`src/rtl/core/wdws_pkg.sv`:
```
// ============================================================================
// wdws_pkg: shared types and constants of the weighted distance block
// Fixed-point formats, register indexes, specificity modes and the root
// sequencer states.
// ============================================================================
package wdws_pkg;

   // Fraction bits of the Q4.12 inputs and the value of 1.0 in that format.
   localparam int FRAC_BITS = 12;
   localparam int ONE_Q     = 1 << FRAC_BITS;

   // Width of the Q12.12 distance result.
   localparam int DIST_BITS = 24;

   // Configuration port geometry.
   localparam int CSR_INDEX_BITS = 1;
   localparam int CSR_DATA_BITS  = 2;

   localparam logic [CSR_INDEX_BITS-1:0] CSR_SPEC_MODE   = CSR_INDEX_BITS'(0);
   localparam logic [CSR_INDEX_BITS-1:0] CSR_MULTI_CLASS = CSR_INDEX_BITS'(1);

   // Entries of the queue between the accumulator and the root unit.
   localparam int QUEUE_DEPTH = 2;

   // Specificity modes; the reserved code behaves as no specificities.
   typedef enum logic [1:0] {
      SPEC_NONE     = 2'd0,
      SPEC_GLOBAL   = 2'd1,
      SPEC_CLASS    = 2'd2,
      SPEC_RESERVED = 2'd3
   } spec_mode_type;

   // Configuration as seen by the front end.
   typedef struct packed {
      logic [1:0] spec_mode;
      logic       multi_class;
   } cfg_type;

   // Square root sequencer states.
   typedef enum logic [1:0] {
      ROOT_IDLE,
      ROOT_RUN,
      ROOT_DONE
   } root_state_type;

endpackage

```
`src/rtl/core/wdws_if.sv`:
```
// ============================================================================
// wdws_if: streaming channels of the weighted distance block
// One request channel carrying a dimension item and one response channel
// carrying a distance result, both with valid/ready flow control.
// ============================================================================
interface wdws_req_if #(
   parameter int VALUE_BITS = 16
);
   logic                         valid;
   logic                         ready;
   logic signed [VALUE_BITS-1:0] coord_first;
   logic signed [VALUE_BITS-1:0] coord_second;
   logic        [VALUE_BITS-1:0] dim_weight;
   logic                         last_dim;
   logic signed [VALUE_BITS-1:0] spec_first;
   logic signed [VALUE_BITS-1:0] spec_second;
   logic        [VALUE_BITS-1:0] spec_weight;

   modport source (
      output valid, coord_first, coord_second, dim_weight, last_dim,
             spec_first, spec_second, spec_weight,
      input  ready
   );

   modport sink (
      input  valid, coord_first, coord_second, dim_weight, last_dim,
             spec_first, spec_second, spec_weight,
      output ready
   );
endinterface

interface wdws_rsp_if
   import wdws_pkg::*;
();
   logic                 valid;
   logic                 ready;
   logic [DIST_BITS-1:0] distance;
   logic                 saturated;

   modport source (
      output valid, distance, saturated,
      input  ready
   );

   modport sink (
      input  valid, distance, saturated,
      output ready
   );
endinterface

```
`src/rtl/core/wdws_front.sv`:
```
// ============================================================================
// wdws_front: term pipeline and saturating accumulator
// Accepts one dimension per cycle while the queue is not full, forms the
// weighted squared difference and the specificity term, accumulates per
// pair and hands each finished, clamped sum to the queue.
// ============================================================================
module wdws_front
   import wdws_pkg::*;
#(
   parameter int VALUE_BITS = 16,
   parameter int ACC_BITS   = 48
) (
   input  logic                clock,
   input  logic                reset,
   input  cfg_type             cfg,
   wdws_req_if.sink            req_if,
   input  logic                queue_full,
   output logic                push_valid,
   output logic [ACC_BITS-2:0] push_value,
   output logic                push_flag
);

   // Weights must be able to hold 1.0 in single-class mode.
   localparam int WB  = (VALUE_BITS > FRAC_BITS) ? VALUE_BITS : FRAC_BITS + 1;
   localparam int SPW = VALUE_BITS + 1 + WB;
   localparam int PW  = WB + 2 * VALUE_BITS;
   localparam int SW  = PW - FRAC_BITS;
   localparam int XW  = (SW > ACC_BITS - 1) ? SW : ACC_BITS - 1;
   localparam int YW  = (SPW > ACC_BITS) ? SPW : ACC_BITS;

   localparam logic [XW-1:0]       WTERM_MAX = XW'({(ACC_BITS - 1){1'b1}});
   localparam logic [YW-1:0]       SPEC_CAP  = YW'(1) << (ACC_BITS - 1);
   localparam logic [ACC_BITS-1:0] ACC_MAX   = {1'b0, {(ACC_BITS - 1){1'b1}}};
   localparam logic [ACC_BITS-1:0] ACC_MIN   = {1'b1, {(ACC_BITS - 1){1'b0}}};

   logic advance;
   logic accept;

   // Input classification.
   logic                  spec_en;
   logic                  use_spec_weight;
   logic [VALUE_BITS:0]   diff;
   logic [VALUE_BITS:0]   diff_mag;
   logic [VALUE_BITS:0]   spec_sum;
   logic [VALUE_BITS:0]   spec_mag;

   // Stage 1 registers.
   logic                  s1_valid_ff;
   logic                  s1_last_ff;
   logic [VALUE_BITS-1:0] s1_mag_ff;
   logic [WB-1:0]         s1_weight_ff;
   logic [VALUE_BITS:0]   s1_smag_ff;
   logic                  s1_sneg_ff;
   logic [WB-1:0]         s1_sweight_ff;

   // Stage 2 registers.
   logic                    s2_valid_ff;
   logic                    s2_last_ff;
   logic [2*VALUE_BITS-1:0] s2_sq_ff;
   logic [WB-1:0]           s2_weight_ff;
   logic [SPW-1:0]          s2_sprod_ff;
   logic                    s2_sneg_ff;

   // Stage 3 registers.
   logic                     s3_valid_ff;
   logic                     s3_last_ff;
   logic [WB+VALUE_BITS-1:0] s3_plo_ff;
   logic [WB+VALUE_BITS-1:0] s3_phi_ff;
   logic [SPW-1:0]           s3_sprod_ff;
   logic                     s3_sneg_ff;

   // Stage 4 logic and registers.
   logic [PW-1:0]              prod;
   logic [XW-1:0]              wterm_wide;
   logic                       wsat;
   logic [ACC_BITS-2:0]        wterm;
   logic [YW-1:0]              spec_wide;
   logic [YW-1:0]              spec_clamped;
   logic                       ssat;
   logic signed [ACC_BITS-1:0] sterm;

   logic                       s4_valid_ff;
   logic                       s4_last_ff;
   logic [ACC_BITS-2:0]        s4_wterm_ff;
   logic                       s4_wsat_ff;
   logic signed [ACC_BITS-1:0] s4_sterm_ff;
   logic                       s4_ssat_ff;

   // Accumulator.
   logic signed [ACC_BITS-1:0] acc_ff;
   logic                       overflow_ff;
   logic [ACC_BITS:0]          acc_sum;
   logic                       acc_ovf;
   logic [ACC_BITS-1:0]        acc_sat;
   logic                       overflow_next;

   // Final stage registers and logic.
   logic                       s5_valid_ff;
   logic [ACC_BITS-1:0]        s5_sum_ff;
   logic [ACC_BITS-1:0]        s5_sterm_ff;
   logic                       s5_flag_ff;
   logic [ACC_BITS:0]          total;
   logic                       total_ovf;
   logic [ACC_BITS-1:0]        total_sat;
   logic                       total_neg;

   // The whole pipeline moves together and stalls only on a full queue.
   assign advance      = !(s5_valid_ff && queue_full);
   assign req_if.ready = advance;
   assign accept       = req_if.valid && advance;

   // Decode the specificity mode for the incoming item.
   always_comb begin
      unique case (cfg.spec_mode)
         SPEC_GLOBAL: begin
            spec_en         = 1'b1;
            use_spec_weight = cfg.multi_class;
         end
         SPEC_CLASS: begin
            spec_en         = 1'b1;
            use_spec_weight = 1'b0;
         end
         default: begin
            spec_en         = 1'b0;
            use_spec_weight = 1'b0;
         end
      endcase
   end

   // Exact coordinate difference, specificity sum and their magnitudes.
   always_comb begin
      diff     = {req_if.coord_second[VALUE_BITS-1], req_if.coord_second}
               - {req_if.coord_first[VALUE_BITS-1], req_if.coord_first};
      diff_mag = diff[VALUE_BITS] ? ('0 - diff) : diff;
      spec_sum = {req_if.spec_first[VALUE_BITS-1], req_if.spec_first}
               + {req_if.spec_second[VALUE_BITS-1], req_if.spec_second};
      spec_mag = spec_sum[VALUE_BITS] ? ('0 - spec_sum) : spec_sum;
   end

   // Stage 1: register the classified item.
   always_ff @(posedge clock) begin
      if (reset) begin
         s1_valid_ff <= 1'b0;
      end else if (advance) begin
         s1_valid_ff <= accept;
      end
      if (advance) begin
         s1_last_ff    <= req_if.last_dim;
         s1_mag_ff     <= diff_mag[VALUE_BITS-1:0];
         s1_weight_ff  <= cfg.multi_class ? WB'(req_if.dim_weight) : WB'(ONE_Q);
         s1_smag_ff    <= (spec_en && req_if.last_dim) ? spec_mag : '0;
         s1_sneg_ff    <= spec_sum[VALUE_BITS];
         s1_sweight_ff <= use_spec_weight ? WB'(req_if.spec_weight) : WB'(ONE_Q);
      end
   end

   // Stage 2: square of the difference and the specificity product.
   always_ff @(posedge clock) begin
      if (reset) begin
         s2_valid_ff <= 1'b0;
      end else if (advance) begin
         s2_valid_ff <= s1_valid_ff;
      end
      if (advance) begin
         s2_last_ff   <= s1_last_ff;
         s2_sq_ff     <= s1_mag_ff * s1_mag_ff;
         s2_weight_ff <= s1_weight_ff;
         s2_sprod_ff  <= s1_smag_ff * s1_sweight_ff;
         s2_sneg_ff   <= s1_sneg_ff;
      end
   end

   // Stage 3: weight times the square, as two partial products.
   always_ff @(posedge clock) begin
      if (reset) begin
         s3_valid_ff <= 1'b0;
      end else if (advance) begin
         s3_valid_ff <= s2_valid_ff;
      end
      if (advance) begin
         s3_last_ff  <= s2_last_ff;
         s3_plo_ff   <= s2_weight_ff * s2_sq_ff[VALUE_BITS-1:0];
         s3_phi_ff   <= s2_weight_ff * s2_sq_ff[2*VALUE_BITS-1:VALUE_BITS];
         s3_sprod_ff <= s2_sprod_ff;
         s3_sneg_ff  <= s2_sneg_ff;
      end
   end

   // Combine the partial products, drop the weight fraction and clamp both
   // terms to the accumulator range.
   always_comb begin
      prod       = (PW'(s3_phi_ff) << VALUE_BITS) + PW'(s3_plo_ff);
      wterm_wide = XW'(prod[PW-1:FRAC_BITS]);
      wsat       = wterm_wide > WTERM_MAX;
      wterm      = wsat ? '1 : wterm_wide[ACC_BITS-2:0];

      spec_wide = YW'(s3_sprod_ff);
      if (s3_sneg_ff) begin
         ssat         = spec_wide > SPEC_CAP;
         spec_clamped = ssat ? SPEC_CAP : spec_wide;
         sterm        = '0 - spec_clamped[ACC_BITS-1:0];
      end else begin
         ssat         = spec_wide >= SPEC_CAP;
         spec_clamped = spec_wide;
         sterm        = ssat ? ACC_MAX : spec_clamped[ACC_BITS-1:0];
      end
   end

   // Stage 4: clamped terms.
   always_ff @(posedge clock) begin
      if (reset) begin
         s4_valid_ff <= 1'b0;
      end else if (advance) begin
         s4_valid_ff <= s3_valid_ff;
      end
      if (advance) begin
         s4_last_ff  <= s3_last_ff;
         s4_wterm_ff <= wterm;
         s4_wsat_ff  <= wsat;
         s4_sterm_ff <= sterm;
         s4_ssat_ff  <= ssat;
      end
   end

   // Saturating add of the dimension term.
   always_comb begin
      acc_sum       = {acc_ff[ACC_BITS-1], acc_ff} + {2'b00, s4_wterm_ff};
      acc_ovf       = acc_sum[ACC_BITS] != acc_sum[ACC_BITS-1];
      acc_sat       = acc_ovf ? ACC_MAX : acc_sum[ACC_BITS-1:0];
      overflow_next = overflow_ff || s4_wsat_ff || acc_ovf;
   end

   // Accumulator; the last dimension hands the pair on and clears it.
   always_ff @(posedge clock) begin
      if (reset) begin
         acc_ff      <= '0;
         overflow_ff <= 1'b0;
         s5_valid_ff <= 1'b0;
      end else if (advance) begin
         s5_valid_ff <= s4_valid_ff && s4_last_ff;
         if (s4_valid_ff) begin
            if (s4_last_ff) begin
               acc_ff      <= '0;
               overflow_ff <= 1'b0;
            end else begin
               acc_ff      <= acc_sat;
               overflow_ff <= overflow_next;
            end
         end
      end
   end

   always_ff @(posedge clock) begin
      if (advance) begin
         s5_sum_ff   <= acc_sat;
         s5_sterm_ff <= s4_sterm_ff;
         s5_flag_ff  <= overflow_next || s4_ssat_ff;
      end
   end

   // Final stage: add the specificity term and clamp a negative sum.
   always_comb begin
      total     = {s5_sum_ff[ACC_BITS-1], s5_sum_ff}
                + {s5_sterm_ff[ACC_BITS-1], s5_sterm_ff};
      total_ovf = total[ACC_BITS] != total[ACC_BITS-1];
      if (total_ovf) begin
         total_sat = total[ACC_BITS] ? ACC_MIN : ACC_MAX;
      end else begin
         total_sat = total[ACC_BITS-1:0];
      end
      total_neg = total_sat[ACC_BITS-1];
   end

   assign push_valid = s5_valid_ff && !queue_full;
   assign push_value = total_neg ? '0 : total_sat[ACC_BITS-2:0];
   assign push_flag  = s5_flag_ff || total_ovf || total_neg;

endmodule

```
`src/rtl/core/wdws_queue.sv`:
```
// ============================================================================
// wdws_queue: short first-in first-out queue of finished sums
// Decouples the accumulator from the square root unit.
// ============================================================================
module wdws_queue
   import wdws_pkg::*;
#(
   parameter int WIDTH = 48
) (
   input  logic             clock,
   input  logic             reset,
   input  logic             push,
   input  logic [WIDTH-1:0] push_data,
   output logic             full,
   input  logic             pop,
   output logic             head_valid,
   output logic [WIDTH-1:0] head_data
);

   localparam int PTR_BITS = (QUEUE_DEPTH > 1) ? $clog2(QUEUE_DEPTH) : 1;

   logic [WIDTH-1:0]  entry_ff [QUEUE_DEPTH];
   logic [PTR_BITS-1:0] wr_ptr_ff;
   logic [PTR_BITS-1:0] rd_ptr_ff;
   logic [PTR_BITS:0]   count_ff;

   assign full       = count_ff == (PTR_BITS + 1)'(QUEUE_DEPTH);
   assign head_valid = count_ff != '0;
   assign head_data  = entry_ff[rd_ptr_ff];

   // Storage; the producer never pushes into a full queue.
   always_ff @(posedge clock) begin
      if (push) begin
         entry_ff[wr_ptr_ff] <= push_data;
      end
   end

   // Pointers wrap at the power-of-two depth.
   always_ff @(posedge clock) begin
      if (reset) begin
         wr_ptr_ff <= '0;
         rd_ptr_ff <= '0;
         count_ff  <= '0;
      end else begin
         if (push) begin
            wr_ptr_ff <= wr_ptr_ff + 1'b1;
         end
         if (pop) begin
            rd_ptr_ff <= rd_ptr_ff + 1'b1;
         end
         case ({push, pop})
            2'b10:   count_ff <= count_ff + 1'b1;
            2'b01:   count_ff <= count_ff - 1'b1;
            default: count_ff <= count_ff;
         endcase
      end
   end

endmodule

```
`src/rtl/core/wdws_root.sv`:
```
// ============================================================================
// wdws_root: bit-serial integer square root and result register
// Takes one sum from the queue, resolves one root bit per cycle, caps the
// root to the distance width and holds the result for the receiver.
// ============================================================================
module wdws_root
   import wdws_pkg::*;
#(
   parameter int ACC_BITS = 48
) (
   input  logic                clock,
   input  logic                reset,
   input  logic                head_valid,
   input  logic [ACC_BITS-2:0] head_value,
   input  logic                head_flag,
   output logic                pop,
   wdws_rsp_if.source          rsp_if
);

   localparam int RB       = ACC_BITS / 2;
   localparam int CNT_BITS = $clog2(RB + 1);
   localparam int CW       = (RB > DIST_BITS) ? RB : DIST_BITS;

   localparam logic [CW-1:0] DIST_MAX = CW'({DIST_BITS{1'b1}});

   root_state_type state_ff;
   root_state_type state_in;

   logic                  load_out;
   logic [2*RB-1:0]       rad_ff;
   logic [RB+1:0]         rem_ff;
   logic [RB-1:0]         root_ff;
   logic [CNT_BITS-1:0]   cnt_ff;
   logic                  flag_ff;

   logic [RB+3:0]         rem_cat;
   logic [RB+3:0]         trial;
   logic [RB+3:0]         rem_diff;
   logic                  fits;
   logic [CW-1:0]         root_wide;
   logic                  root_cap;

   logic                  out_valid_ff;
   logic [DIST_BITS-1:0]  distance_ff;
   logic                  saturated_ff;

   // Next state.
   always_comb begin
      state_in = state_ff;
      unique case (state_ff)
         ROOT_IDLE: begin
            if (head_valid) begin
               state_in = ROOT_RUN;
            end
         end
         ROOT_RUN: begin
            if (cnt_ff == CNT_BITS'(1)) begin
               state_in = ROOT_DONE;
            end
         end
         ROOT_DONE: begin
            if (!out_valid_ff || rsp_if.ready) begin
               state_in = ROOT_IDLE;
            end
         end
         default: state_in = ROOT_IDLE;
      endcase
   end

   // Sequencer outputs.
   always_comb begin
      pop      = 1'b0;
      load_out = 1'b0;
      unique case (state_ff)
         ROOT_IDLE: pop      = head_valid;
         ROOT_DONE: load_out = !out_valid_ff || rsp_if.ready;
         default: begin
            pop      = 1'b0;
            load_out = 1'b0;
         end
      endcase
   end

   always_ff @(posedge clock) begin
      if (reset) begin
         state_ff <= ROOT_IDLE;
      end else begin
         state_ff <= state_in;
      end
   end

   // One restoring root step: bring down two radicand bits and try 4r+1.
   always_comb begin
      rem_cat  = {rem_ff, rad_ff[2*RB-1 -: 2]};
      trial    = (RB + 4)'({root_ff, 2'b01});
      fits     = rem_cat >= trial;
      rem_diff = rem_cat - trial;
   end

   always_ff @(posedge clock) begin
      if (pop) begin
         rad_ff  <= (2 * RB)'(head_value);
         rem_ff  <= '0;
         root_ff <= '0;
         cnt_ff  <= CNT_BITS'(RB);
         flag_ff <= head_flag;
      end else if (state_ff == ROOT_RUN) begin
         rad_ff  <= rad_ff << 2;
         rem_ff  <= fits ? rem_diff[RB+1:0] : rem_cat[RB+1:0];
         root_ff <= {root_ff[RB-2:0], fits};
         cnt_ff  <= cnt_ff - 1'b1;
      end
   end

   // Cap a root that does not fit the distance field.
   assign root_wide = CW'(root_ff);
   assign root_cap  = root_wide > DIST_MAX;

   // Result register; a new result loads as the previous one transfers.
   always_ff @(posedge clock) begin
      if (reset) begin
         out_valid_ff <= 1'b0;
      end else if (load_out) begin
         out_valid_ff <= 1'b1;
      end else if (rsp_if.ready) begin
         out_valid_ff <= 1'b0;
      end
   end

   always_ff @(posedge clock) begin
      if (load_out) begin
         distance_ff  <= root_cap ? '1 : root_wide[DIST_BITS-1:0];
         saturated_ff <= flag_ff || root_cap;
      end
   end

   assign rsp_if.valid     = out_valid_ff;
   assign rsp_if.distance  = distance_ff;
   assign rsp_if.saturated = saturated_ff;

endmodule

```
`src/rtl/core/weighted_distance_with_specificities.sv`:
```
// ============================================================================
// weighted_distance_with_specificities: weighted distance for one class
// Top level: configuration registers, term pipeline, queue and root unit.
// ============================================================================
// The request channel carries one dimension of a stimulus pair per transfer;
// last_dim closes the pair. The front end takes one dimension every cycle
// while the queue is not full, through a five-stage pipeline (difference,
// square, weighting, clamping, accumulation) and adds the specificity term
// on the last dimension. Each finished sum enters a two-entry queue. The
// root unit takes one sum at a time and resolves one root bit per cycle; it
// takes the next sum only after its result is loaded into the output
// register, so short pairs can fill the queue and hold the request channel.
// The response channel holds its result in an output register; while the
// receiver stalls, the root unit finishes the next pair and waits, the queue
// fills, and then the request channel drops ready.
// Reset clears the configuration, the accumulator and all valid state.
// Configuration is written through csr_we/csr_index/csr_wdata; the user must
// write it only while idle, as the block itself does not enforce this.
// ============================================================================
module weighted_distance_with_specificities
   import wdws_pkg::*;
#(
   parameter int VALUE_BITS = 16,
   parameter int ACC_BITS   = 48
) (
   input  logic                      clock,
   input  logic                      reset,
   input  logic                      csr_we,
   input  logic [CSR_INDEX_BITS-1:0] csr_index,
   input  logic [CSR_DATA_BITS-1:0]  csr_wdata,
   wdws_req_if.sink                  req_if,
   wdws_rsp_if.source                rsp_if
);

   logic [1:0]          spec_mode_ff;
   logic                multi_class_ff;
   cfg_type             cfg;

   logic                push_valid;
   logic [ACC_BITS-2:0] push_value;
   logic                push_flag;
   logic                queue_full;
   logic                queue_pop;
   logic                head_valid;
   logic [ACC_BITS-1:0] head_data;

   // Configuration registers.
   always_ff @(posedge clock) begin
      if (reset) begin
         spec_mode_ff   <= SPEC_NONE;
         multi_class_ff <= 1'b0;
      end else if (csr_we) begin
         unique case (csr_index)
            CSR_SPEC_MODE:   spec_mode_ff   <= csr_wdata;
            CSR_MULTI_CLASS: multi_class_ff <= csr_wdata[0];
            default:         spec_mode_ff   <= spec_mode_ff;
         endcase
      end
   end

   assign cfg.spec_mode   = spec_mode_ff;
   assign cfg.multi_class = multi_class_ff;

   // Term pipeline and accumulator.
   wdws_front #(
      .VALUE_BITS (VALUE_BITS),
      .ACC_BITS   (ACC_BITS)
   ) u_front (
      .clock      (clock),
      .reset      (reset),
      .cfg        (cfg),
      .req_if     (req_if),
      .queue_full (queue_full),
      .push_valid (push_valid),
      .push_value (push_value),
      .push_flag  (push_flag)
   );

   // Queue of finished sums.
   wdws_queue #(
      .WIDTH (ACC_BITS)
   ) u_queue (
      .clock      (clock),
      .reset      (reset),
      .push       (push_valid),
      .push_data  ({push_value, push_flag}),
      .full       (queue_full),
      .pop        (queue_pop),
      .head_valid (head_valid),
      .head_data  (head_data)
   );

   // Square root and result register.
   wdws_root #(
      .ACC_BITS (ACC_BITS)
   ) u_root (
      .clock      (clock),
      .reset      (reset),
      .head_valid (head_valid),
      .head_value (head_data[ACC_BITS-1:1]),
      .head_flag  (head_data[0]),
      .pop        (queue_pop),
      .rsp_if     (rsp_if)
   );

endmodule
```
`src/flat_wrapper.sv`:
```
// flat-port wrapper written by rule: the top's interface ports become plain ports
module weighted_distance_with_specificities_flat import wdws_pkg::*;
#(
   parameter int VALUE_BITS = 16,
   parameter int ACC_BITS   = 48
)
  (clock, reset, csr_we, csr_index, csr_wdata, req_if_valid, req_if_coord_first, req_if_coord_second, req_if_dim_weight, req_if_last_dim, req_if_spec_first, req_if_spec_second, req_if_spec_weight, req_if_ready, rsp_if_valid, rsp_if_distance, rsp_if_saturated, rsp_if_ready);
  wdws_req_if #(.VALUE_BITS(VALUE_BITS)) req_if_i ();
  wdws_rsp_if rsp_if_i ();
  input  logic clock;
  input  logic reset;
  input  logic csr_we;
  input  logic [CSR_INDEX_BITS-1:0] csr_index;
  input  logic [CSR_DATA_BITS-1:0] csr_wdata;
  input wire logic [$bits(req_if_i.valid)-1:0] req_if_valid;
  input wire logic [$bits(req_if_i.coord_first)-1:0] req_if_coord_first;
  input wire logic [$bits(req_if_i.coord_second)-1:0] req_if_coord_second;
  input wire logic [$bits(req_if_i.dim_weight)-1:0] req_if_dim_weight;
  input wire logic [$bits(req_if_i.last_dim)-1:0] req_if_last_dim;
  input wire logic [$bits(req_if_i.spec_first)-1:0] req_if_spec_first;
  input wire logic [$bits(req_if_i.spec_second)-1:0] req_if_spec_second;
  input wire logic [$bits(req_if_i.spec_weight)-1:0] req_if_spec_weight;
  output wire logic [$bits(req_if_i.ready)-1:0] req_if_ready;
  output wire logic [$bits(rsp_if_i.valid)-1:0] rsp_if_valid;
  output wire logic [$bits(rsp_if_i.distance)-1:0] rsp_if_distance;
  output wire logic [$bits(rsp_if_i.saturated)-1:0] rsp_if_saturated;
  input wire logic [$bits(rsp_if_i.ready)-1:0] rsp_if_ready;
  assign req_if_i.valid = req_if_valid;
  assign req_if_i.coord_first = req_if_coord_first;
  assign req_if_i.coord_second = req_if_coord_second;
  assign req_if_i.dim_weight = req_if_dim_weight;
  assign req_if_i.last_dim = req_if_last_dim;
  assign req_if_i.spec_first = req_if_spec_first;
  assign req_if_i.spec_second = req_if_spec_second;
  assign req_if_i.spec_weight = req_if_spec_weight;
  assign req_if_ready = req_if_i.ready;
  assign rsp_if_valid = rsp_if_i.valid;
  assign rsp_if_distance = rsp_if_i.distance;
  assign rsp_if_saturated = rsp_if_i.saturated;
  assign rsp_if_i.ready = rsp_if_ready;
  weighted_distance_with_specificities #(.VALUE_BITS(VALUE_BITS), .ACC_BITS(ACC_BITS)) u_core (.clock(clock), .reset(reset), .csr_we(csr_we), .csr_index(csr_index), .csr_wdata(csr_wdata), .req_if(req_if_i), .rsp_if(rsp_if_i));
endmodule
```
`config.mk`:
```
export PLATFORM = sky130hd
export DESIGN_NAME = weighted_distance_with_specificities_flat
export DESIGN_NICKNAME = d
export VERILOG_FILES = /design/src/rtl/core/wdws_pkg.sv /design/src/rtl/core/wdws_if.sv /design/src/rtl/core/wdws_front.sv /design/src/rtl/core/wdws_queue.sv /design/src/rtl/core/wdws_root.sv /design/src/rtl/core/weighted_distance_with_specificities.sv /design/src/flat_wrapper.sv
export SDC_FILE = /design/constraint.sdc
export NUM_CORES = 2
export LEC_CHECK = 0
export BUFFER_PORTS_ARGS = -buffer_cell sky130_fd_sc_hd__buf_2
export CAP_MARGIN = 30
export CORE_ASPECT_RATIO = 1.4
export CORE_MARGIN = 5
export CORE_UTILIZATION = 55
export DETAILED_ROUTE_END_ITERATION = 12
export PLACE_DENSITY = 0.71
export RECOVER_POWER = 25
export SYNTH_ARGS = -nofsm -noshare
export SYNTH_HDL_FRONTEND = slang
export SYNTH_SLANG_ARGS = --single-unit
```
`constraint.sdc`:
```
create_clock -name clock -period 27.4 [get_ports clock]
set_input_delay 4.11 -clock clock [delete_from_list [all_inputs] [get_ports clock]]
set_output_delay 4.11 -clock clock [all_outputs]
set_load 0.05 [all_outputs]
```
Yosys cells after proc, flatten, opt, wreduce, memory -nomap -nowiden --
Memory sizes are Yosys's and may differ from the RTL's. A register that Yosys moved wholly into a read port is not among the register bits. Cells that the tools add are included.
Storage, ports and cells: bits in latches 0, word-level logic and storage cells 137, input port bits 105, memories 1, output and inout port bits 27, memory bits (read-only) 0, bits in registers 625, RAM bits 96
Memories:
- u_core.u_queue.entry_ff | depth 2, width 48, rd ports 1, clocked after memory_dff 1, write ports 1, RTL line wdws_queue.sv:22 | logic [WIDTH-1:0] entry_ff [QUEUE_DEPTH];
Operators by class: reduce and logical (&&, ||, !) cells 25, add/sub/neg operators 14, order comparisons 3, div/mod/pow operators 0, equal/unequal tests 13, multiply operators 4, bitwise gates (word level) 2, multiplexer cells 28, shifts and indexed selects 0
Operators by type and width (number):
- $mux 48 | 5
- $mux 47 | 3
- $mul 16x16->32 | 3
- $add 48x37->49 | 1
- $add 48x48->49 | 1
- $add 48x32->48 | 1
- $gt 33x48->1 const B | 1
- $sub 1x48->48 const A | 1
- $mul 17x16->33 | 1
- $mux 33 | 1
- $mux 16 | 2
- $ge 28x26->1 | 1
- $mux 26 | 1
- $sub 26x26->26 | 1
- $gt 24x24->1 const B | 1
- $add 16x16->17 | 1
- $sub 1x17->17 const A | 1
- $sub 16x16->17 | 1
- $sub 1x16->16 const A | 1
- $mux 1 | 11
- $eq 2x2->1 const B | 4
- $reduce_and 2->1 | 4
- $reduce_bool 2->1 | 4
- $eq 2x1->1 const B | 3
- other kinds (17) | 35

Logic depth before layout (Yosys ltp) --
depth after elaboration 5, depth in mapped cells 26, mapped depth without buffers 25

Modules after synthesis --
Synthesis repeated with hierarchy kept, for this count alone.
Unflattened totals: cells, all modules 6653, area, all modules 66689.0 µm²
By module, submodules not included:
- wdws_front | cells each 5758, area each 56311.5 µm², times used 1, seq. area each 13633.1 µm²
- wdws_root | cells each 711, area each 6578.8 µm², times used 1, seq. area each 3373.2 µm²
- wdws_queue | cells each 171, area each 3663.5 µm², times used 1, seq. area each 2982.9 µm²
- weighted_distance_with_specificities | cells each 13, area each 135.1 µm², times used 1, seq. area each 60.1 µm²

Worst setup path before layout --
Ideal clock, no wire load.
kind register -> output, start point register u_core.u_queue.count_ff[0], end point output port req_if_ready, data arrival time 12397 ps, buffers on the path 1, required time 23290 ps, path slack 10893 ps, cell stages (with the launch flop) 3, cells stage by stage dfxtp_1 nand3b_1 clkbuf_1
On the way: longest elaborated chain between the ends 3
Ends and longest elaborated chain:
- start: declaration | RTL line wdws_queue.sv:25 | logic [PTR_BITS:0] count_ff;
- start signal: assignment | RTL line wdws_queue.sv:52 | 2'b10: count_ff <= count_ff + 1'b1;
- start signal: assignment | RTL line wdws_queue.sv:53 | 2'b01: count_ff <= count_ff - 1'b1;
- start signal: assignment | RTL line wdws_queue.sv:54 | default: count_ff <= count_ff;
- $eq 2x2->1 | RTL line wdws_queue.sv:27 | assign full = count_ff == (PTR_BITS + 1)'(QUEUE_DEPTH);
- $logic_and 1x1->1 | RTL line wdws_front.sv:108 | assign advance = !(s5_valid_ff && queue_full);
- $logic_not 1->1 | RTL line wdws_front.sv:108
- end: declaration | RTL line flat_wrapper.sv:23 | output wire logic [$bits(req_if_i.ready)-1:0] req_if_ready;
No other way between the ends.

Worst setup path after layout --
start point register u_core.u_queue.count_ff[0], end point register u_core.u_front.s1_sweight_ff[1] (enable)
On the way: longest elaborated chain between the ends 2
Ends and longest elaborated chain:
- $eq 2x2->1 | RTL line wdws_queue.sv:27
- $logic_and 1x1->1 | RTL line wdws_front.sv:108
- end signal: assignment | RTL line wdws_front.sv:153 | s1_sweight_ff <= use_spec_weight ? WB'(req_if.spec_weight) : WB'(ONE_Q);
- end: declaration | RTL line wdws_front.sv:54 | logic [WB-1:0] s1_sweight_ff;
No other way between the ends. A chain may end at the register's enable or synchronous reset.

==> run metrics <==
status=complete, but fails checks; failing checks=capacitance limit, slew limit; leading area contributor after synthesis=edfxtp_1; top-area cell type share of the netlist area=27.13%; Area contributors post-synth=edfxtp_1, fa_1, ha_1, inv_1, and2_1; total grt overflow=0; Post-CTS Resized=0; synth warn=0; RSZ-0062 raised after global routing=false; clk_lat worst skew=670 ps; Seq cells post-synth=708; period utilization=26.81%; Avg Inst Size Synth=10.20 sq um; Die Area=125200 sq um; top-count cell post-synth=inv_1; syn_nets=7801; Yosys cell types=78; first-pass GRT wire length=231900 microns; HPWL Detailed=104400 microns; Final Hold Viols=0; IO Port Bufs=131; routability cong.=0.9033; Final Slew Violations=280; slew margin rel.=-166.5%; largest net degree at the start of global routing=86; drt drc=0; Root Buffer=clkbuf_16; crit-path cells=nand3b_1 -> clkbuf_1 -> clkbuf_1 -> clkbuf_1 -> buf_4 -> buf_4; Initial Utilization=55.23%; clk slew on worst S/H paths=60 ps; CP endpoint kind=flip-flop; Final Util=59.15%; Hold-fix buffers, CTS=0; number of enable flip-flop cells after synthesis=587; Async SR Flop Fraction=0%; Clock Path Buffers=3; pre-CTS WS=19840 ps; crit path launch type=flip-flop; TritonCTS buffer count=73; Max stage delay on crit path=2770 ps; Vias=43955; diodes inserted=0; final wirelength=137300 microns; Crit path max-delay family=buffers and inverters; sequential-to-total area share from yosys stat=30.86%; GRT Resource Usage Total=22.47%; synthesized instance count=6366; chip width=300.5 microns; CTS tree=done; most common library cells after synthesis=inv_1, fa_1, nand2_1, edfxtp_1, ha_1; # rows=149; CP required=27690 ps; CTS H-tree lvls=3; die height=416.7 microns; share of cells above drive strength 1=5.155%; hold slack=405.8 ps; Primary FF master, synth=edfxtp_1; Setup CP Type=reg -> reg; Detailed Route Iter0 Violations=2192; Final setup viols=0; area grow syn2layout=7.109%; worst-margin pin slew=3955 ps; core area=117600 sq um; skew final=48.83 ps; fmax=136.1 MHz; clock sink total=708; First-pass DRT Iterations=5; Detail Route Antenna Nets=0; synthesized area=64960 sq um; # IOs=132; fin worst setup slack=20050 ps; vias in the first global route=47560; Crit-path slowest cell=clkbuf_1; Max-Cap Viols=6; Hold Crit Class=reg -> reg; Buf/Inv on CP=5; Post-CTS Setup Repair Bufs=0; Setup TNS=0 ps; drt via density=5.490; Final Critical Period=7346 ps; CP Max Fanout=75; CP most frequent cell=clkbuf_1; initial antenna violation count=1; fin nets=7795; worst path arrival time=7640 ps; Routed wire per std cell=17.14 microns
## worst paths after layout
kind | from | to | slack, ps | depth (start not counted)
worst min-delay path | u_core.u_front.s2_sprod_ff[25]$_DFFE_PN_ | u_core.u_front.s3_sprod_ff[25]$_DFFE_PN_ | 410 | 0
worst max-delay path | u_core.u_queue.count_ff[0]$_SDFFE_PP0P_ | u_core.u_front.s1_sweight_ff[1]$_SDFFCE_PN0N_ | 20050 | 6
worst max register to register | u_core.u_queue.count_ff[0]$_SDFFE_PP0P_ | u_core.u_front.s1_sweight_ff[1]$_SDFFCE_PN0N_ | 20050 | 6
worst min register to register | u_core.u_front.s2_sprod_ff[25]$_DFFE_PN_ | u_core.u_front.s3_sprod_ff[25]$_DFFE_PN_ | 410 | 0
## worst reg2reg max path, stage by stage (launching register included)
cell	delay, ps
dfxtp_1	400
nand3b_1	130
clkbuf_1	1460
clkbuf_1	200
clkbuf_1	2770
buf_4	1090
buf_4	870
## flip-flops by register name, indices dropped and copies added (netlist names), 5 cells and up, named ones only
name                           count
u_core.u_front.s1_smag_ff         17
u_core.u_front.s3_phi_ff          32
u_core.u_front.s4_wterm_ff        36
u_core.u_front.s5_sterm_ff        48
u_core.u_front.s1_sweight_ff      16
u_core.u_front.s2_sprod_ff        33
u_core.u_root.rem_ff              26
u_core.u_front.s1_weight_ff       16
u_core.u_front.s5_sum_ff          48
u_core.u_queue.entry_ff           96
u_core.u_front.s2_weight_ff       16
u_core.u_front.s3_plo_ff          20
u_core.u_front.acc_ff             48
u_core.u_root.cnt_ff               5
u_core.u_root.rsp_if.distance     24
u_core.u_root.rad_ff              48
u_core.u_front.s1_mag_ff          16
u_core.u_root.root_ff             24
u_core.u_front.s3_sprod_ff        33
u_core.u_front.s4_sterm_ff        48
u_core.u_front.s2_sq_ff           31
## cell families after synthesis
| group | synth area share (%) |
|---|---|
| DFF | 30.86 |
| muxes | 0.9611 |
| AOI/OAI and AO/OA | 9.189 |
| xor gates and xnor gates | 4.422 |
| and+or+nand+nor | 13.15 |
| buffers and inverters | 7.141 |
| adders and majority gates | 34.27 |
## metal layers
layer  up-vias  track usage (%)  part of all wire, %
met5         -                0                    0
met4         0            9.373                  4.4
met3       336            2.601                  4.1
met2       991            41.68                   52
met1     21779            26.27                   39
li1      20849                -                    -
## cell usage in the layout (no fill, tap or decap), types with 51 or more instances in the layout
cell,count
ha_1,581
nand3_1,85
and2_1,458
nand2_1,708
dfxtp_1,121
inv_1,971
buf_2,132
nor3_1,51
o21ai_0,242
fa_1,749
edfxtp_1,587
clkbuf_16,74
a21oi_1,286
xor2_1,98
a21o_1,118
mux2i_1,59
xnor2_1,229
nor2_1,216
## through the flow
stage          area, sq um  instances
5_1_grt              69580       8006
6_report             69580       8006
2_1_floorplan        64960       6366
3_3_place_gp         66960       7862
3_5_place_dp         67080       7867
4_1_cts              69580       8003
## cell type report
type,instances,area (sq um)
inverters,972,3649
repair buffers,177,1076
well taps,1585,1983
fillers,9861,48050
clock inverters,45,560.5
clock buffers,91,1936
multi-input cells,4428,40330
flip-flops and latches,708,20050
Power is not shown: default switching activity piles up to over one toggle a cycle in this logic, so the estimate is an artifact.
